`config.mk`:
```
export PLATFORM = sky130hd
export DESIGN_NAME = hpc_ram
export DESIGN_NICKNAME = d
export VERILOG_FILES = /design/src/hw/rtl/hpc_ram.sv
export SDC_FILE = /design/constraint.sdc
export NUM_CORES = 1
export LEC_CHECK = 0
export BUFFER_PORTS_ARGS = -buffer_cell sky130_fd_sc_hd__buf_2
export CAP_MARGIN = 25
export CORE_UTILIZATION = 29
export DETAILED_ROUTE_END_ITERATION = 10
export GPL_ROUTABILITY_DRIVEN = 0
export PLACE_DENSITY = 0.54
export SKIP_LAST_GASP = 1
export SYNTH_ARGS = -nofsm -noshare
export SYNTH_HDL_FRONTEND = slang
export SYNTH_SLANG_ARGS = --single-unit
export TNS_END_PERCENT = 10
```
`constraint.sdc`:
```
create_clock -name clock -period 3 [get_ports clock]
set_input_delay 0.45 -clock clock [delete_from_list [all_inputs] [get_ports clock]]
set_output_delay 0.45 -clock clock [all_outputs]
set_load 0.005 [all_outputs]
```
`src/hw/rtl/hpc_ram.sv`:
```
// Generic single-write, single-read synchronous RAM with a registered read.
// Stands alone; used for the point store and the histogram.
module hpc_ram #(
   parameter int WIDTH = 8,
   parameter int DEPTH = 16,
   localparam int ADDR_W = (DEPTH > 1) ? $clog2(DEPTH) : 1
) (
   input  logic              clock,
   input  logic              wr_en,
   input  logic [ADDR_W-1:0] wr_addr,
   input  logic [WIDTH-1:0]  wr_data,
   input  logic              rd_en,
   input  logic [ADDR_W-1:0] rd_addr,
   output logic [WIDTH-1:0]  rd_data
);

   logic [WIDTH-1:0] mem_ff [DEPTH];
   logic [WIDTH-1:0] rd_data_ff;

   always_ff @(posedge clock) begin
      if (wr_en) begin
         mem_ff[wr_addr] <= wr_data;
      end
      if (rd_en) begin
         rd_data_ff <= mem_ff[rd_addr];
      end
   end

   assign rd_data = rd_data_ff;

endmodule

```
Word level (Yosys, flattened, before mapping)
Memory sizes are Yosys's and may differ from the RTL's. A register that Yosys moved wholly into a read port is not among the register bits. Cells that the tools add are included.

Bits in registers: 0. Output and inout bits: 8. Input port bits: 19. Bits in writable memories: 128. Memories kept: 1.

Muxes and demuxes: 2.

Memory list: mem_ff (words 16, bits a word 8, rd ports 1, clocked after Yosys merged registers in 1, write ports 1, RTL line 17) `logic [WIDTH-1:0] mem_ff [DEPTH];`.

Operators by type and width (number): $mux 1 (2).

Depth between registers and ports, before layout
Gate-level depths: netlist (run 1).

Depth after elaboration: 2. Gate-level depth with buffers: 5. Mapped depth without buffers: 3.

Worst setup path before layout (run 1)
OpenSTA, ideal clock, no wires.

Path type: input port to flip-flop. Start point: in wr_addr[2]. End point: mem mem_ff[0][0] (enable). Cell stages on the path: 2. Arrival: 1.560 ns. Path slack: 1.057 ns. Path through: or3b_2 -> nor3_1.

RTL lines: from (decl) (RTL line 10) `input logic [ADDR_W-1:0] wr_addr,`; to (decl) (RTL line 17).

Straight into the memory's write port.

Worst setup path in the final report (run 1)
Start point: in wr_addr[2]. End point: mem mem_ff[3][4] (enable).

Straight into the memory's write port.

==> results by group, run 1 <==
Timing
  – RSZ-0062 raised after global routing: no
  – Final WS setup: 1280 ps
  – Final Cycle Share: 0.574
  – Setup TNS: 0 ps
  – Slew @ Worst Pin: 923 ps
  – WHS: 404 ps
  – Minimum clock period: 1720 ps
  – Hold Vio Cnt, Final: 0
  – Fmax: 581 MHz
  – Final setup fails: 0
  – Slew headroom: 0.382
  – Max-slew violation count: 0
  – Max Clock Skew: 13.3 ps

Placed design
  – Pre-CTS setup slack: 872 ps
  – IO buf count: 26
  – Final HPWL DP: 6.87 mm
  – Post-Place Cell Area: 5670 um^2
  – Placed insts: 484

Clocking
  – CTS Hold Bufs: 0
  – Postcts setup bufs: 0
  – Worst-Skew Late Latency: 420 ps
  – Root buffer selected by CTS: clkbuf_16
  – Clock net sink count: 136
  – Worst-path clk slew: 60 ps
  – Max H-tree Level: 4
  – Clk buf depth: 2
  – CTS tree: yes
  – CTS resizes: 0
  – Inserted Clock Buffers: 17

Cells and area
  – Design area: 6310 um^2
  – N_diodes: 0
  – Layout cell share with drive strength beyond 1: 0.292
  – Layout area overhead: 20.8%
  – Most frequent cells in the layout: edfxtp_1, buf_2, mux4_2
  – Final design utilization: 0.361
  – Finished Layout Cells: 516
  – Most common cell after layout, fill and taps aside: edfxtp_1
  – Nets: 297

Detailed routing
  – 1st-iter DRT viols: 248
  – DRC errors left: 0
  – Via-per-instance ratio: 4.81
  – Post-route ant nets: 0
  – Drt wl/cell: 21.1 um
  – Vias: 2482
  – DR pass1 iterations: 5
  – Routed Wire Length: 10.9 mm

Setup path
  – WP data arrival: 1750 ps
  – Worst Reg-to-Reg Cells: 3
  – Startpoint types: input pin
  – Worst EP required: 3030 ps
  – Critical path capture point type: register
  – Crit Path Max Fanout: 8
  – Setup CP Type: input pin to register
  – Critical R2R Launch: mem_ff[7][7]
  – Flop-to-flop setup slack: 1500 ps
  – R2R Path End: rd_data[7]

Min path
  – Hold depth: 1
  – Min-delay src: wr_data[1]
  – Hold Path Class: input pin to register
  – WHS Endpoint: mem_ff[11][1]

Synth
  – Syn_area_per_cell: 22.8 um^2
  – Synth Instances: 229
  – Mapped Nets: 248
  – Distinct cells, synth: 18
  – YS warnings: 0
  – Mapped Area: 5230 um^2
  – Sequential element share of the synthesized area: 0.781
  – Number of synthesized register bits: 136

Die
  – Io pins: 27
  – Row Count: 48
  – Die Area: 18600 um^2
  – Core box area: 17500 um^2
  – Die width: 136 um
  – Starting density of the core: 0.299
  – Die height: 136 um

Global route
  – Remaining Overflow, GRT: 0
  – Vias in the first global route: 2531
  – Total global-route track usage: 0.129
  – Initial antenna violation count: 0
  – Wire length of the first global-routing pass: 16.2 mm
  – Largest net degree at the start of global routing: 33

Power and ir drop
  – Total power draw: 4.62 mW
  – PwrDens: 732 nW/um^2
  – Static leakage: 2.10 nW
  – Max VDD drop: 425 uV

Run status
  – Status: finished, final reports clean

Flow run
  – Max cap viols: 0
-- cell type report --
cell class / count / area, um^2
Fill cell: 1587 / 11200
Clock buffer: 22 / 444
Tap cell: 225 / 282
Sequential cell: 136 / 4080
Clock inverter: 10 / 199
Multi-Input combinational cell: 83 / 1060
Timing Repair Buffer: 40 / 248
-- critical path, cell delays in order --
cell and delay (ps):
buf_2 120, or3b_2 520, nor2_1 660
-- cell usage after synthesis --
cell | number | area, um^2
edfxtp_1 | 136 | 4080
and2_1 | 1 | 6.26
nor2b_1 | 1 | 6.26
nand2b_1 | 2 | 12.5
buf_4 | 1 | 7.51
nor2_1 | 13 | 48.8
mux4_1 | 14 | 368
a22oi_1 | 16 | 120
and2b_1 | 1 | 7.51
nand3b_1 | 2 | 15.0
buf_6 | 3 | 33.8
mux4_2 | 18 | 405
nor3_1 | 4 | 20.0
clkdlybuf4s25_2 | 3 | 30.0
nand3_1 | 1 | 5.00
or3b_2 | 1 | 8.76
nand2_1 | 9 | 33.8
buf_2 | 3 | 15.0
-- how the worst max path moves through the flow --
stage               depth (start not counted)  startpoint  slack, ps      endpoint
global route                                3  wr_addr[2]       1250  mem_ff[2][4]
global placement                            3  wr_addr[2]        860  mem_ff[3][4]
floorplan                                   2  wr_addr[2]       1060  mem_ff[0][0]
finish                                      3  wr_addr[2]       1280  mem_ff[3][4]
detailed placement                          3  wr_addr[2]        870  mem_ff[3][3]
CTS                                         3  wr_addr[2]       1310  mem_ff[3][3]
-- metal layers --
metal / up-vias / wire length (um) / part of all wire / global-route usage
met2: 89 / 4920 / 0.45 / 0.185
li1: 1080 / - / - / -
met3: 10 / 793 / 0.073 / 0.0440
met4: 0 / 84 / 0.0077 / 0.0407
met5: - / 0 / 0 / 0
met1: 1303 / 5070 / 0.47 / 0.182
-- where the power goes --
group          switching [mW]  leakage, nW  internal, mW
clock network           0.723        0.313          1.55
logic                   0.113        0.551        0.0802
registers              0.0122         1.24          2.14
-- sequential cells by signal, summed over array words and instances (netlist names) --
name     count
mem_ff     128
rd_data      8
-- logic make-up after synthesis --
logic type,count (synthesis),synth area share
compound gates,16,0.0230
flops,136,0.781
simple gates,35,0.0314
mux,32,0.148
buf+inv,10,0.0165
Power figures use the tool's default switching activity.
==> inputs of run 2 (changes only) <==
==> constraint.sdc (replaced) <==
create_clock -name clock -period 1.7 [get_ports clock]
set_input_delay 0.255 -clock clock [delete_from_list [all_inputs] [get_ports clock]]
set_output_delay 0.255 -clock clock [all_outputs]
set_load 0.005 [all_outputs]
==> run 2 against run 1 <==
Die area unchanged; sequential cell count unchanged; sequential share of layout area up 0.46 points; global-route usage down 0.17 points; clock power up 33%; critical path depth unchanged; critical endpoint is now rd_data[1]; largest cell class unchanged; highest routed layer is now met5.
==> results by group, run 2 (synthesis gave the netlist of run 1 again) <==
Placed design
  – Placed insts: 498 (was 484)
  – IO buf count: 26 (unchanged)
  – Final HPWL DP: 6.83 mm (was 6.87 mm)

Clocking
  – Clk buf depth: 2 (unchanged)
  – Inserted Clock Buffers: 17 (unchanged)
  – CTS Hold Bufs: 0 (unchanged)
  – Max H-tree Level: 4 (unchanged)
  – Postcts setup bufs: 0 (unchanged)
  – CTS resizes: 0 (unchanged)
  – Clock net sink count: 136 (unchanged)
  – Worst-path clk slew: 50 ps (was 60 ps)
  – CTS tree: yes (unchanged)
  – Worst-Skew Late Latency: 410 ps (was 420 ps)
  – Root buffer selected by CTS: clkbuf_16 (unchanged)

Cells and area
  – Most frequent cells in the layout: edfxtp_1, buf_2, buf_4 (was edfxtp_1, buf_2, mux4_2)
  – Layout area overhead: 19.9% (was 20.8%)
  – Filler instances: 1581 (was 1587)
  – Final design utilization: 0.359 (was 0.361)
  – Nets: 311 (was 297)
  – Multi-input gate area: 1060 um^2 (about the same)
  – Finished Layout Cells: 527 (was 516)
  – Layout cell share with drive strength beyond 1: 0.315 (was 0.292)
  – Largest Register: mem_ff (unchanged)
  – Most common cell after layout, fill and taps aside: edfxtp_1 (unchanged)
  – N_diodes: 0 (unchanged)
  – Reg area: 4080 um^2 (unchanged)
  – Max reg flops: 128 (unchanged)

Detailed routing
  – DR pass1 iterations: 4 (was 5)
  – Drt wl/cell: 20.1 um (was 21.1 um)
  – 1st-iter DRT viols: 144 (was 248)
  – DRC errors left: 0 (unchanged)
  – Routed Wire Length: 10.6 mm (was 10.9 mm)
  – Post-route ant nets: 0 (unchanged)
  – Vias: 2477 (was 2482)
  – Via-per-instance ratio: 4.70 (was 4.81)

Die
  – Die width: 136 um (unchanged)
  – Core box area: 17500 um^2 (unchanged)
  – Die Area: 18600 um^2 (unchanged)
  – Io pins: 27 (unchanged)
  – Starting density of the core: 0.299 (unchanged)
  – Row Count: 48 (unchanged)
  – Die height: 136 um (unchanged)

Timing
  – RSZ-0062 raised after global routing: no (unchanged)
  – Max Clock Skew: 6.50 ps (was 13.3 ps)
  – Slew @ Worst Pin: 772 ps (was 923 ps)
  – Final setup fails: 0 (unchanged)
  – Hold Vio Cnt, Final: 0 (unchanged)
  – Max-slew violation count: 0 (unchanged)
  – Fmax: 653 MHz
  – Setup TNS: 0 ps (unchanged)
  – Final Cycle Share: 0.900
  – Minimum clock period: 1530 ps
  – Slew headroom: 0.484 (was 0.382)

Setup path
  – Startpoint types: register (was input pin)
  – Crit Path Max Fanout: 1 (was 8)
  – Setup CP Type: register to register (was input pin to register)
  – WP data arrival: 1680 ps (was 1750 ps)
  – Worst EP required: 1850 ps (was 3030 ps)
  – Critical path capture point type: register (unchanged)

Power and ir drop
  – PwrDens: 1150 nW/um^2 (was 732 nW/um^2)
  – Max VDD drop: 789 uV (was 425 uV)
  – Static leakage: 2.10 nW (about the same)

Global route
  – Initial antenna violation count: 1 (was 0)
  – Wire length of the first global-routing pass: 16.1 mm (was 16.2 mm)
  – Total global-route track usage: 0.127 (was 0.129)
  – Vias in the first global route: 2624 (was 2531)
  – Remaining Overflow, GRT: 0 (unchanged)
  – Largest net degree at the start of global routing: 17 (was 33)

Flow run
  – Max cap viols: 0 (unchanged)

Min path
  – Hold Path Class: input pin to register (unchanged)

Run status
  – Status: finished, final reports clean (unchanged)
[run 2: layout make-up]
type | count | area share
flip-flops and latches | 136 | 0.651
multi-input cells | 83 | 0.169
clock buffers | 21 | 0.0703
repair buffers | 54 | 0.0583
well taps | 225 | 0.0449
clock inverters | 8 | 0.00559
[run 2: worst paths after layout]
path                      from    endpoint  slack [ps]  cells past startpoint
setup reg to reg  mem_ff[8][1]  rd_data[1]         170                      3
hold reg to reg   mem_ff[7][7]  rd_data[7]         750                      3
setup / recovery  mem_ff[8][1]  rd_data[1]         170                      3
hold / removal           rd_en  rd_data[0]         220                      1
[run 2: where the power goes]
group          internal [mW]  switching [mW]
logic                  0.160           0.204
clock network           1.80            1.22
registers               3.78          0.0186
total                   5.74            1.44
[run 2: metal layers]
layer	vias to the layer above	routed length (um)	global-route usage	part of all wire
li1	1104	-	-	-
met3	12	503	0.0567	0.048
met4	2	125	0.0414	0.012
met2	56	4820	0.185	0.46
met1	1303	5110	0.168	0.48
met5	-	13	0	0.0012
[run 2: per-stage QoR]
| step | total power [mW] | setup slack, ps | area, um^2 | hold slack, ps |
|---|---|---|---|---|
| 3_3_place_gp | 4.23 | -170 | 5790 | 646 |
| 3_5_place_dp | 4.24 | -179 | 5790 | 648 |
| 5_1_grt | 7.44 | 91.2 | 6270 | 199 |
| 2_1_floorplan | 4.05 | 163 | 5230 | 354 |
| 4_1_cts | 7.25 | 155 | 6270 | 211 |
| 6_report | 7.18 | 170 | 6270 | 224 |
[run 2: worst max-delay path, stage by stage (launching register included)]
cell,delay [ps]
edfxtp_1,370
mux4_1,500
a22oi_1,300
nand2_1,100
==> inputs of run 3 (changes only) <==
==> constraint.sdc (replaced) <==
create_clock -name clock -period 1.45 [get_ports clock]
set_input_delay 0.2175 -clock clock [delete_from_list [all_inputs] [get_ports clock]]
set_output_delay 0.2175 -clock clock [all_outputs]
set_load 0.005 [all_outputs]
==> run 3 against run 2 <==
Via count fell by 0.61%; final cell count up 1.5%; worst setup slack got worse by 150 ps; global-route usage shrank 0.53 points; sequential power increased by 17%; largest power group unchanged; clock skew shrank 2.6 ps; utilization up 0.92 points; first-iteration DRC count up 50%; sequential cell count unchanged; non-clock buffer count increased by 5; die area is the same; register-to-register slack got worse by 150 ps.
==> results by group, run 3 (synthesis gave the netlist of run 1 again) <==
Global route
  – Largest net degree at the start of global routing: 19 (was 17)
  – Remaining Overflow, GRT: 0 (unchanged)
  – Total global-route track usage: 0.122 (was 0.127)
  – Vias in the first global route: 2610 (was 2624)
  – Initial antenna violation count: 1 (unchanged)
  – Wire length of the first global-routing pass: 15.6 mm (was 16.1 mm)

Detailed routing
  – Vias: 2462 (was 2477)
  – Drt wl/cell: 19.2 um (was 20.1 um)
  – Via-per-instance ratio: 4.60 (was 4.70)
  – Routed Wire Length: 10.3 mm (was 10.6 mm)
  – 1st-iter DRT viols: 216 (was 144)
  – DRC errors left: 0 (unchanged)
  – Post-route ant nets: 0 (unchanged)
  – DR pass1 iterations: 4 (unchanged)

Cells and area
  – Finished Layout Cells: 535 (was 527)
  – Most frequent cells in the layout: edfxtp_1, buf_4, mux4_2 (was edfxtp_1, buf_2, buf_4)
  – Max reg flops: 128 (unchanged)
  – N_diodes: 0 (unchanged)
  – Multi-input gate area: 1040 um^2 (was 1060 um^2)
  – Layout cell share with drive strength beyond 1: 0.381 (was 0.315)
  – Nets: 316 (was 311)
  – Most common cell after layout, fill and taps aside: edfxtp_1 (unchanged)
  – Reg area: 4080 um^2 (unchanged)
  – Filler instances: 1615 (was 1581)
  – Layout area overhead: 23.0% (was 19.9%)
  – Largest Register: mem_ff (unchanged)

Flow run
  – Max cap viols: 0 (unchanged)

Setup path
  – Critical path capture point type: register (unchanged)
  – CP peak stage delay: 460 ps (was 500 ps)
  – WP buf/inv: 0 (unchanged)
  – Crit Path Max Fanout: 1 (unchanged)
  – Worst Reg-to-Reg Cells: 3 (unchanged)
  – Worst path depth: 3 (unchanged)
  – Setup crit start: mem_ff[10][2] (was mem_ff[8][1])
  – WP data arrival: 1580 ps (was 1680 ps)
  – Setup CP Type: register to register (unchanged)
  – CP delay by family, top: multiplexers (unchanged)
  – Critical path's slowest cell: mux4_2 (was mux4_1)
  – Critical R2R Launch: mem_ff[10][2] (was mem_ff[8][1])
  – Worst EP required: 1600 ps (was 1850 ps)
  – Crit-path cells: mux4_2 > a22oi_1 > nand2_1 (was mux4_1 > a22oi_1 > nand2_1)
  – Startpoint types: register (unchanged)

Placed design
  – Placed insts: 503 (was 498)
  – Final HPWL DP: 6.61 mm (was 6.83 mm)
  – Pre-CTS setup slack: -363 ps (was -179 ps)
  – IO buf count: 26 (unchanged)

Timing
  – Fmax: 701 MHz (was 653 MHz)
  – Final Cycle Share: 0.984 (was 0.900)
  – Max-slew violation count: 0 (unchanged)
  – Slew @ Worst Pin: 842 ps (was 772 ps)
  – Final setup fails: 0 (unchanged)
  – Slew headroom: 0.436 (was 0.484)
  – Max Clock Skew: 3.85 ps (was 6.50 ps)
  – Minimum clock period: 1430 ps (was 1530 ps)
  – Hold Vio Cnt, Final: 0 (unchanged)
  – RSZ-0062 raised after global routing: yes (was no)
  – Final WS setup: 23.9 ps (was 170 ps)

Min path
  – Min-delay src: rd_en (unchanged)
  – Hold depth: 1 (unchanged)
  – Hold Path Class: input pin to register (unchanged)

Clocking
  – Clk buf depth: 2 (unchanged)
  – Max H-tree Level: 4 (unchanged)
  – CTS tree: yes (unchanged)
  – Worst-Skew Late Latency: 400 ps (was 410 ps)
  – Inserted Clock Buffers: 17 (unchanged)
  – CTS Hold Bufs: 0 (unchanged)
  – Worst-path clk slew: 60 ps (was 50 ps)
  – Root buffer selected by CTS: clkbuf_16 (unchanged)
  – Clock net sink count: 136 (unchanged)

Run status
  – Status: finished, final reports clean (unchanged)

Power and ir drop
  – Static leakage: 2.13 nW (was 2.10 nW)
  – PwrDens: 1410 nW/um^2 (was 1150 nW/um^2)
  – Max VDD drop: 778 uV (was 789 uV)

Die
  – Die Area: 18600 um^2 (unchanged)
  – Core box area: 17500 um^2 (unchanged)
  – Die height: 136 um (unchanged)
  – Starting density of the core: 0.299 (unchanged)
  – Row Count: 48 (unchanged)
  – Io pins: 27 (unchanged)
  – Die width: 136 um (unchanged)
[run 3: cell types whose count changed in the layout (fill, tap and decap cells not counted), sizes merged]
cell / before / now
buf: 54 / 59
clkbuf: 21 / 17
clkinvlp: 0 / 6
clkinv: 8 / 6
bufinv: 0 / 3
[run 3: what timing repair did]
item / 4_1_cts / 5_1_grt
buffers inserted: 0 / 0
pin swaps: 0 / 1
setup endpoints to repair: 3 / 6
resized for setup: 2 / 2
[run 3: path summary, 6_finish.rpt]
kind / slack, ps / endpoint
max: 20 / rd_data[2]
min: 190 / rd_data[2]
max reg2reg: 20 / rd_data[2]
min reg2reg: 750 / rd_data[3]
[run 3: final cells by class]
type                    count  share of cell area
flip-flops and latches    136               0.635
well taps                 225              0.0438
repair buffers             59              0.0685
clock inverters            15              0.0249
multi-input cells          83               0.162
clock buffers              17              0.0662
[run 3: where the power goes]
part / internal, mW / switching, mW / total [mW] / leakage, nW
logic: 0.209 / 0.237 / 0.447 / 0.627
registers: 4.43 / 0.0249 / 4.46 / 1.24
clock network: 2.67 / 1.53 / 4.19 / 0.267
total: 7.31 / 1.79 / 9.09 / 2.13
[run 3: per-stage QoR]
step	hold slack, ps	utilization	setup TNS (ps)	area (um^2)	power (mW)
4_1_cts	173	0.368	-44.4	6440	9.18
6_report	192	0.368	0	6430	9.09
5_1_grt	187	0.368	-132	6430	9.40
3_3_place_gp	603	0.334	-3320	5840	4.98
2_1_floorplan	316	-	-1040	5220	4.76
3_5_place_dp	607	0.334	-3640	5840	4.99
[run 3: metal layers]
metal / global-route usage / share of wire / up-vias
met5: 0 / 0.00098 / -
met1: 0.169 / 0.48 / 1291
met4: 0.0451 / 0.0072 / 2
met2: 0.180 / 0.47 / 51
li1: - / - / 1107
met3: 0.0358 / 0.048 / 11
