`src/hw/rtl/hpc_pkg.sv`:
```
// Shared types and constants of the hexatic pair-correlation histogram.
// Used by every module of the block but hpc_ram; depends on nothing else.
package hpc_pkg;

   localparam int POS_W      = 20;
   localparam int ORD_W      = 16;
   localparam int BOX_W      = 13;
   localparam int CNT_W      = 11;
   localparam int CMD_W      = 2;
   localparam int IDX_W      = 10;
   localparam int OUT_BIN_W  = 6;
   localparam int SUM_W      = 64;
   localparam int TALLY_W    = 40;
   localparam int CSR_IDX_W  = 3;
   localparam int CSR_DATA_W = 20;
   localparam int PROD_W     = 35;
   localparam int QUO_W      = 7;

   localparam logic [CMD_W-1:0] CMD_LOAD    = 2'd0;
   localparam logic [CMD_W-1:0] CMD_FRAME   = 2'd1;
   localparam logic [CMD_W-1:0] CMD_CLEAR   = 2'd2;
   localparam logic [CMD_W-1:0] CMD_READOUT = 2'd3;

   localparam logic [CSR_IDX_W-1:0] CSR_BOX_WIDTH   = 3'd0;
   localparam logic [CSR_IDX_W-1:0] CSR_BOX_HEIGHT  = 3'd1;
   localparam logic [CSR_IDX_W-1:0] CSR_POINT_COUNT = 3'd2;
   localparam logic [CSR_IDX_W-1:0] CSR_RADIUS_MIN  = 3'd3;
   localparam logic [CSR_IDX_W-1:0] CSR_RADIUS_MAX  = 3'd4;
   localparam logic [CSR_IDX_W-1:0] CSR_RADIUS_STEP = 3'd5;

   typedef struct packed {
      logic        [POS_W-1:0] x;
      logic        [POS_W-1:0] y;
      logic signed [ORD_W-1:0] re;
      logic signed [ORD_W-1:0] im;
   } point_type;

   typedef enum logic {GEO_PAIR, GEO_NBINS} geo_op_type;

   typedef struct packed {
      logic [BOX_W-1:0] box_w;
      logic [BOX_W-1:0] box_h;
      logic [POS_W-1:0] r_min;
      logic [POS_W-1:0] r_max;
      logic [POS_W-1:0] r_step;
   } geo_cfg_type;

   typedef struct packed {
      logic       start;
      geo_op_type op;
      point_type  pa;
      point_type  pb;
   } geo_req_type;

   typedef struct packed {
      logic                     done;
      logic                     hit;
      logic [QUO_W-1:0]         quot;
      logic signed [PROD_W-1:0] re;
      logic signed [PROD_W-1:0] im;
   } geo_rsp_type;

   typedef struct packed {
      logic signed [SUM_W-1:0] re_sum;
      logic signed [SUM_W-1:0] im_sum;
      logic [TALLY_W-1:0]      tally;
   } bin_type;

endpackage

```
`src/hw/rtl/hpc_geom.sv`:
```
// Sequential arithmetic unit: pair products, minimum-image folding, square,
// bit-serial square root and bin division. Depends on hpc_pkg.
module hpc_geom import hpc_pkg::*; (
   input  logic        clock,
   input  logic        reset,
   input  geo_cfg_type cfg,
   input  geo_req_type geo_req,
   output geo_rsp_type geo_rsp
);

   typedef enum logic [2:0] {
      S_IDLE, S_PROD, S_MOD, S_FOLD, S_SQ, S_SQRT, S_CHECK, S_DIV
   } state_type;

   state_type                state_ff;
   logic [4:0]               cnt_ff;
   point_type                pa_ff, pb_ff;
   logic [20:0]              lenx_ff, leny_ff, remx_ff, remy_ff;
   logic [19:0]              absx_ff, absy_ff;
   logic [41:0]              sq_ff, res_ff, bit_ff;
   logic [21:0]              num_ff;
   logic [19:0]              den_ff;
   logic [QUO_W-1:0]         quot_ff;
   logic signed [PROD_W-1:0] re_ff, im_ff;
   logic                     hit_ff, done_ff;

   logic signed [ORD_W-1:0]  mul_a, mul_b;
   logic signed [31:0]       prod;
   logic [33:0]              shx, shy;
   logic [19:0]              sq_op;
   logic [39:0]              sqp;
   logic [41:0]              trial;
   logic [26:0]              dsh;
   logic [20:0]              diffx, diffy;
   logic [19:0]              step_nz;
   logic [BOX_W-1:0]         bw_nz, bh_nz;
   logic [21:0]              dist_root;

   always_comb begin
      case (cnt_ff[1:0])
         2'd0:    begin mul_a = pa_ff.re; mul_b = pb_ff.re; end
         2'd1:    begin mul_a = pa_ff.im; mul_b = pb_ff.im; end
         2'd2:    begin mul_a = pa_ff.im; mul_b = pb_ff.re; end
         default: begin mul_a = pa_ff.re; mul_b = pb_ff.im; end
      endcase
      prod      = mul_a * mul_b;
      shx       = 34'(lenx_ff) << cnt_ff[3:0];
      shy       = 34'(leny_ff) << cnt_ff[3:0];
      sq_op     = cnt_ff[0] ? absy_ff : absx_ff;
      sqp       = sq_op * sq_op;
      trial     = res_ff + bit_ff;
      dsh       = 27'(den_ff) << cnt_ff[2:0];
      diffx     = {1'b0, geo_req.pa.x} - {1'b0, geo_req.pb.x};
      diffy     = {1'b0, geo_req.pa.y} - {1'b0, geo_req.pb.y};
      step_nz   = (cfg.r_step == '0) ? 20'd1 : cfg.r_step;
      bw_nz     = (cfg.box_w == '0) ? 13'd1 : cfg.box_w;
      bh_nz     = (cfg.box_h == '0) ? 13'd1 : cfg.box_h;
      dist_root = res_ff[21:0];
   end

   always_ff @(posedge clock) begin
      done_ff <= 1'b0;
      case (state_ff)
         S_IDLE: begin
            if (geo_req.start) begin
               pa_ff   <= geo_req.pa;
               pb_ff   <= geo_req.pb;
               lenx_ff <= {bw_nz, 8'd0};
               leny_ff <= {bh_nz, 8'd0};
               remx_ff <= diffx[20] ? 21'(-diffx) : diffx;
               remy_ff <= diffy[20] ? 21'(-diffy) : diffy;
               quot_ff <= '0;
               hit_ff  <= 1'b1;
               den_ff  <= step_nz;
               num_ff  <= 22'(cfg.r_max - cfg.r_min);
               cnt_ff  <= '0;
               if (geo_req.op == GEO_PAIR) begin
                  state_ff <= S_PROD;
               end else if (cfg.r_max <= cfg.r_min) begin
                  done_ff <= 1'b1;
               end else begin
                  cnt_ff   <= 5'd7;
                  state_ff <= S_DIV;
               end
            end
         end
         S_PROD: begin
            case (cnt_ff[1:0])
               2'd0:    re_ff <= PROD_W'(prod);
               2'd1:    re_ff <= re_ff + PROD_W'(prod);
               2'd2:    im_ff <= PROD_W'(prod);
               default: im_ff <= im_ff - PROD_W'(prod);
            endcase
            if (cnt_ff[1:0] == 2'd3) begin
               cnt_ff   <= 5'd12;
               state_ff <= S_MOD;
            end else begin
               cnt_ff <= cnt_ff + 5'd1;
            end
         end
         S_MOD: begin
            // Restoring reduction of each offset modulo the box length.
            if (34'(remx_ff) >= shx) begin
               remx_ff <= 21'(34'(remx_ff) - shx);
            end
            if (34'(remy_ff) >= shy) begin
               remy_ff <= 21'(34'(remy_ff) - shy);
            end
            if (cnt_ff == '0) begin
               state_ff <= S_FOLD;
            end else begin
               cnt_ff <= cnt_ff - 5'd1;
            end
         end
         S_FOLD: begin
            // Nearest image, ties going to the far image.
            absx_ff <= ({remx_ff, 1'b0} >= {1'b0, lenx_ff}) ?
                       20'(lenx_ff - remx_ff) : remx_ff[19:0];
            absy_ff <= ({remy_ff, 1'b0} >= {1'b0, leny_ff}) ?
                       20'(leny_ff - remy_ff) : remy_ff[19:0];
            cnt_ff   <= '0;
            state_ff <= S_SQ;
         end
         S_SQ: begin
            if (cnt_ff[0]) begin
               sq_ff    <= sq_ff + 42'(sqp);
               res_ff   <= '0;
               bit_ff   <= 42'd1 << 40;
               cnt_ff   <= 5'd20;
               state_ff <= S_SQRT;
            end else begin
               sq_ff  <= 42'(sqp);
               cnt_ff <= 5'd1;
            end
         end
         S_SQRT: begin
            if (sq_ff >= trial) begin
               sq_ff  <= sq_ff - trial;
               res_ff <= (res_ff >> 1) + bit_ff;
            end else begin
               res_ff <= res_ff >> 1;
            end
            bit_ff <= bit_ff >> 2;
            if (cnt_ff == '0) begin
               state_ff <= S_CHECK;
            end else begin
               cnt_ff <= cnt_ff - 5'd1;
            end
         end
         S_CHECK: begin
            if (dist_root < 22'(cfg.r_min) || dist_root >= 22'(cfg.r_max)) begin
               hit_ff   <= 1'b0;
               done_ff  <= 1'b1;
               state_ff <= S_IDLE;
            end else begin
               num_ff   <= dist_root - 22'(cfg.r_min);
               cnt_ff   <= 5'd7;
               state_ff <= S_DIV;
            end
         end
         S_DIV: begin
            // The first step only tests whether the quotient reaches 128.
            if (cnt_ff[2:0] == 3'd7) begin
               if (27'(num_ff) >= dsh) begin
                  quot_ff  <= '1;
                  done_ff  <= 1'b1;
                  state_ff <= S_IDLE;
               end else begin
                  cnt_ff <= 5'd6;
               end
            end else begin
               if (27'(num_ff) >= dsh) begin
                  num_ff                <= 22'(27'(num_ff) - dsh);
                  quot_ff[cnt_ff[2:0]]  <= 1'b1;
               end
               if (cnt_ff == '0) begin
                  done_ff  <= 1'b1;
                  state_ff <= S_IDLE;
               end else begin
                  cnt_ff <= cnt_ff - 5'd1;
               end
            end
         end
         default: state_ff <= S_IDLE;
      endcase
      if (reset) begin
         state_ff <= S_IDLE;
         done_ff  <= 1'b0;
      end
   end

   assign geo_rsp.done = done_ff;
   assign geo_rsp.hit  = hit_ff;
   assign geo_rsp.quot = quot_ff;
   assign geo_rsp.re   = {re_ff[PROD_W-2:0], 1'b0};
   assign geo_rsp.im   = {im_ff[PROD_W-2:0], 1'b0};

endmodule

```
`config.mk`:
```
export PLATFORM = sky130hd
export DESIGN_NAME = hpc_geom
export DESIGN_NICKNAME = d
export VERILOG_FILES = /design/src/hw/rtl/hpc_pkg.sv /design/src/hw/rtl/hpc_geom.sv
export SDC_FILE = /design/constraint.sdc
export NUM_CORES = 2
export LEC_CHECK = 0
export ABC_AREA = 1
export BUFFER_PORTS_ARGS = -buffer_cell sky130_fd_sc_hd__buf_4
export CAP_MARGIN = 10
export CORE_MARGIN = 1.5
export CORE_UTILIZATION = 25
export CTS_CLUSTER_SIZE = 16
export DETAILED_ROUTE_END_ITERATION = 6
export GPL_TIMING_DRIVEN = 0
export SETUP_SLACK_MARGIN = 0.5
export SLEW_MARGIN = 20
export SYNTH_ARGS = -nofsm -noshare
export SYNTH_HDL_FRONTEND = slang
export SYNTH_SLANG_ARGS = --single-unit
export TNS_END_PERCENT = 30
```
`constraint.sdc`:
```
create_clock -name clock -period 11.9 [get_ports clock]
set_input_delay 2.975 -clock clock [delete_from_list [all_inputs] [get_ports clock]]
set_output_delay 2.975 -clock clock [all_outputs]
set_load 0.1 [all_outputs]
```
Word-level counts from Yosys, hierarchy flattened
Index checks and enable logic that the tools add are counted.
- output and inout port bits: 79
- logic and storage cells: 184
- input bits: 234
- register bits after elaboration: 427
- bitwise operators: 2
- equality and inequality tests: 27
- $add $sub $neg: 19
- order comparisons: 11
- muxes and demuxes: 68
- shift-type cells: 3
- $mul: 2
- reductions and logical operators: 30
- operators with widths (kind ; count):
    42-bit one-hot mux with 2 select lines ; 3
    42-bit two-way mux ; 5
    35-bit one-hot mux with 2 select lines ; 2
    21-bit two-way mux ; 6
    22-bit two-way mux ; 4
    21-bit one-hot mux with 2 select lines ; 2
    21-bit by 34-bit >= comparator with 1-bit output ; 2
    21-bit by 4-bit << shifter with 34-bit output ; 2
    22-bit one-hot mux with 3 select lines ; 1
    20-bit by 20-bit subtractor with 21-bit output ; 3
    20-bit two-way mux ; 3
    22-bit by 21-bit >= comparator with 1-bit output ; 2
    41-bit by 42-bit adder with 42-bit output ; 1
    42-bit by 40-bit adder with 42-bit output ; 1
    42-bit adder ; 1
    42-bit >= comparator ; 1
    21-bit negation ; 2
    21-bit subtractor ; 2
    42-bit subtractor ; 1
    20-bit by 20-bit multiplier with 40-bit output ; 1
    20-bit subtractor ; 2
    3-bit two-way mux ; 13
    35-bit by 32-bit adder with 35-bit output ; 1
    5-bit two-way mux ; 7
    other kinds (45) ; 94

Logic depth before layout (Yosys ltp)
- word-level depth: 8
- gate-level depth with buffers: 55
- mapped depth without buffers: 48

Worst setup path after synthesis
No wires, ideal clock.
- path type: flip-flop to flip-flop
- start point: register cnt_ff[0]
- end point: register re_ff[33] (data pin)
- setup time: 0.267 ns
- path slack: 1.915 ns
- arrival: 9.718 ns
- period minus slack after synthesis: 9.985 ns
- stages on the path, launching flop included: 45
- buffers on the path: 7
- required time: 11.633 ns
- cell sequence: edfxtp_1 > inv_2 > clkbuf_1 > clkbuf_1 > clkbuf_1 > buf_1 > ha_1 > clkbuf_1 > nor2_1 > inv_1 > clkbuf_1 > or2_2 > o21ai_0 > buf_2 > nor2_1 > fa_1 > fa_1 > fa_1 > (+9 left out) > nand3_1 > nand2_1 > nand2_1 > nand2_1 > nand2_1 > a21oi_1 > or2_2 > nand2_1 > inv_1 > ha_1 > nand2_1 > nor2_1 > nand2_1 > nor3_1 > nand3_1 > o2111ai_1 > o21ai_0 > xor2_1
- longest elaborated chain between the ends: 6
- elaborated cells on any way between the ends: 10
- those cells by class: 1 x add/sub; 1 x mul; 2 x eq/ne; 3 x mux; 3 x reduce/logical
- ends and longest elaborated chain (element ; line ; RTL):
    start, declared ; hpc_geom.sv:16 ; logic [4:0] cnt_ff;
    start signal, assigned ; hpc_geom.sv:98 ; cnt_ff <= cnt_ff + 5'd1;
    start signal, assigned ; hpc_geom.sv:112 ; cnt_ff <= cnt_ff - 5'd1;
    start signal, assigned ; hpc_geom.sv:147 ; cnt_ff <= cnt_ff - 5'd1;
    2-bit == test, or another cell as far along ; hpc_geom.sv:40 ; case (cnt_ff[1:0])
    2-bit OR reduction (no line) ; n/a ;
    16-bit two-way mux ; hpc_geom.sv:40 ;
    16-bit by 16-bit multiplier with 32-bit output ; hpc_geom.sv:46 ; prod = mul_a * mul_b;
    35-bit by 32-bit adder with 35-bit output ; hpc_geom.sv:90 ; 2'd1: re_ff <= re_ff + PROD_W'(prod);
    35-bit one-hot mux with 2 select lines (*) ; hpc_geom.sv:88 ; case (cnt_ff[1:0])
    end signal, assigned ; hpc_geom.sv:89 ; 2'd0: re_ff <= PROD_W'(prod);
    end signal, assigned ; hpc_geom.sv:90 ;
    end, declared ; hpc_geom.sv:24 ; logic signed [PROD_W-1:0] re_ff, im_ff;
Mark *: on every way between the ends. The rest lies on a longest branch, timed or not.
A chain may end at the register's enable or synchronous reset.

Worst setup path after layout
- start point: register cnt_ff[0]
- end point: register im_ff[31] (data pin)
- longest elaborated chain between the ends: 6
- elaborated cells on any way between the ends: 11
- those cells by class: 1 x add/sub; 1 x mul; 2 x eq/ne; 3 x mux; 4 x reduce/logical
- ends and longest elaborated chain (element ; line ; RTL):
    2-bit == test, or another cell as far along ; hpc_geom.sv:40, hpc_geom.sv:88 ;
    2-bit OR reduction (no line) ; n/a ;
    16-bit two-way mux ; hpc_geom.sv:40 ;
    16-bit by 16-bit multiplier with 32-bit output ; hpc_geom.sv:46 ;
    35-bit by 32-bit subtractor with 35-bit output ; hpc_geom.sv:92 ; default: im_ff <= im_ff - PROD_W'(prod);
    35-bit one-hot mux with 2 select lines (*) ; hpc_geom.sv:88 ;
    end signal, assigned ; hpc_geom.sv:91 ; 2'd2: im_ff <= PROD_W'(prod);
    end signal, assigned ; hpc_geom.sv:92 ;
    end, declared ; hpc_geom.sv:24 ;
Marks and branches as above.

==> metrics.csv <==
metric;value;unit
status;finished clean;
synth.area.top_cells;edfxtp_1 (20%), fa_1 (18%), ha_1 (13%);
core-area;243900;µm²
cts_buffers;49;
routed_wl;218200;µm
cts_root_buffer;clkbuf_16;
end_kind;flop;
area_delta_synth_final;14.65;%
rsz0062_at_grt;yes;
dp.cells;11750;
post-route-drc-count;0;
ff2ff_path_depth;42;
r2r-start;cnt_ff[0]$_DFFE_PP_;
crit_type;flop to flop;
tightest_slew;1.132;ns
final_util;0.2892;
mostFrequentLayoutCells;nand2_1 (1585), inv_1 (1565), nor2_1 (763);
design.portCount;313;
max-cap-violations;0;
crit_slowest_cell;fa_1;
vias;56460;
die_y;499.1;µm
synthArstFlopShare;0;
synthCells;8216;
port_buffers;310;
hold_end;absy_ff[0]$_DFFE_PP_;
dp_hpwl;185500;µm
finalSetupViolCount;0;
gp_congestion;0.9626;
synth.top_cell.area_share;0.1953;
vias_per_cell;4.758;
synthFlopType;edfxtp_1;
avgRoutedWirePerCell;18.39;µm
slowest_delay;0.57;ns
dr.pass1.iters;7;
synth_edf_count;400;
crit_start;cnt_ff[0]$_DFFE_PP_;
layout_setup_ws;0.8930;ns
fmaxAchievable;0.09085;GHz
hp-start;remy_ff[0]$_DFFE_PP_;
fin_crit_sh;0.9250;
grt_max_degree;51;
r2r_end;im_ff[31]$_DFFE_PP_;
grt_pass1_wl;330200;µm
critPathMaxFanout;12;
netlist_area;61520;µm²
nNetsFinal;10030;
min_path_cells;0;
grt_pass1_vias;54740;
relSlewSlack;0.2452;
final_max_slew_viol_count;0;
grt_usage;0.1722;
holdBufCountCts;0;
final_common_cell;nand2_1;
overflow;0;
design.die.area;249100;µm²
antenna_found_initial;19;
ys_seq_area_frac;0.1966;
yosysWarnings;0;
stdcell_count;11870;
insertion_delay;0.68;ns
clock_skew;0.03838;ns
dpl_worst_slack;-3.257;ns
rows;181;
drive_gt1_frac;0.08825;
die_w;499.1;µm
start_util;0.2522;
clk_path_buf_depth;3;
r2r_slack;0.89;ns
cp-start-kind;flop;
cts_sinks;404;
initialDrtViolationCount;4603;
ys_seq_elements;404;
synth_top_area_cell;edfxtp_1;
cts_max_level;2;
critPathRequiredTime;12.30;ns
syn_area_per_cell;7.488;µm²
hold_class;flop to flop;
crit_arrival;11.40;ns
synth.distinct_cells;77;
cts.clk_slew.worst_paths;0.07;ns
finalHoldViolCount;0;
cts_tree;done;
fin_crit;11.01;ns
antenna_left;0;
==> flip-flops by register name (all words and copies together), names as in the netlist, 21 cells and up <==
name,cells
num_ff,22
remx_ff,21
pa_ff,32
res_ff,42
sq_ff,42
im_ff,34
remy_ff,21
pb_ff,32
re_ff,34
bit_ff,21
==> what timing repair did <==
item / CTS / global route
pin swaps: 4 / 5
setup buffers: 7 / 14
endpoints found under the setup margin: 71 / 35
endpoints found under the hold margin: 0 / 0
resized for setup: 81 / 109
==> Yosys cell counts, types with 10 or more instances <==
master and number:
nand2_1 1590, clkbuf_1 149, xor2_1 161, o21ai_2 26
o221ai_1 12, nor2_1 770, xnor2_1 117, buf_2 28
nand3_1 262, a31oi_1 40, o21ai_1 87, o21bai_1 29
o21a_1 24, o22ai_1 19, nor3_1 76, buf_4 10
o21ai_0 571, o211ai_1 45, ha_1 633, mux2i_1 12
nand2_2 15, or2_2 79, nand4_1 45, nor4_1 36
inv_1 1573, fa_1 548, edfxtp_1 400, clkinv_1 12
a21oi_1 636, o31ai_1 11, a22oi_1 10, a21o_1 27
==> worst max-delay path by stage <==
| stage | endpoint | slack [ns] | cells after the start |
|---|---|---|---|
| after global routing | sq_ff[37]$_DFFE_PP_ | 0.50 | 40 |
| after CTS | sq_ff[37]$_DFFE_PP_ | 0.46 | 43 |
| after floorplan | re_ff[33]$_DFFE_PP_ | 1.92 | 44 |
| final | im_ff[31]$_DFFE_PP_ | 0.89 | 42 |
| after detailed placement | re_ff[32]$_DFFE_PP_ | -3.26 | 48 |
| after global placement | re_ff[32]$_DFFE_PP_ | -3.46 | 48 |
==> layout make-up <==
cell class | instances | area (µm²)
well taps | 3202 | 4006
repair buffers | 348 | 2735
clock inverters | 40 | 459.2
plain buffers | 198 | 945.9
inverters | 1594 | 5996
clock buffers | 52 | 1237
flip-flops and latches | 404 | 12090
multi-input cells | 6021 | 43040
fillers | 26380 | 173400
diodes | 7 | 17.52
==> routing by layer <==
layer | GRT usage | up-vias | share of wire
met5 | 0 | - | 0.00028
met4 | 0.06193 | 10 | 0.039
li1 | - | 27360 | -
met2 | 0.2843 | 2039 | 0.46
met1 | 0.2267 | 26730 | 0.43
met3 | 0.02595 | 322 | 0.076
==> critical path: cells and delay by family (launching register included) <==
family                     cells  cell delay, ns
DFF                            1            0.48
AOI/OAI and AO/OA             10            2.19
adders and majority gates      9            4.03
buffers and inverters         12            2.56
and+or+nand+nor               11            1.44
==> logic make-up after synthesis <==
kind of cell / Yosys count / synth area share
AND/OR/NAND/NOR: 2928 / 0.1965
buffers and inverters: 1792 / 0.1107
AO/OA/AOI/OAI: 1616 / 0.1466
adder cells (fa/ha/maj): 1181 / 0.3071
flip-flops: 404 / 0.1966
XOR/XNOR: 282 / 0.04064
multiplexers: 12 / 0.001953
other: 1 / 0.00006096
==> stage by stage <==
step	area, µm²	setup TNS, ns	hold WS (ns)
floorplan	61520	0	0.4264
global placement	67860	-123.64	0.4981
detailed placement	68170	-116.71	0.4987
CTS	70140	0	0.5161
global route	70520	0	0.5416
finish	70530	0	0.5069
Power is not shown: default switching activity piles up to over one toggle a cycle in this logic, so the estimate is an artifact.
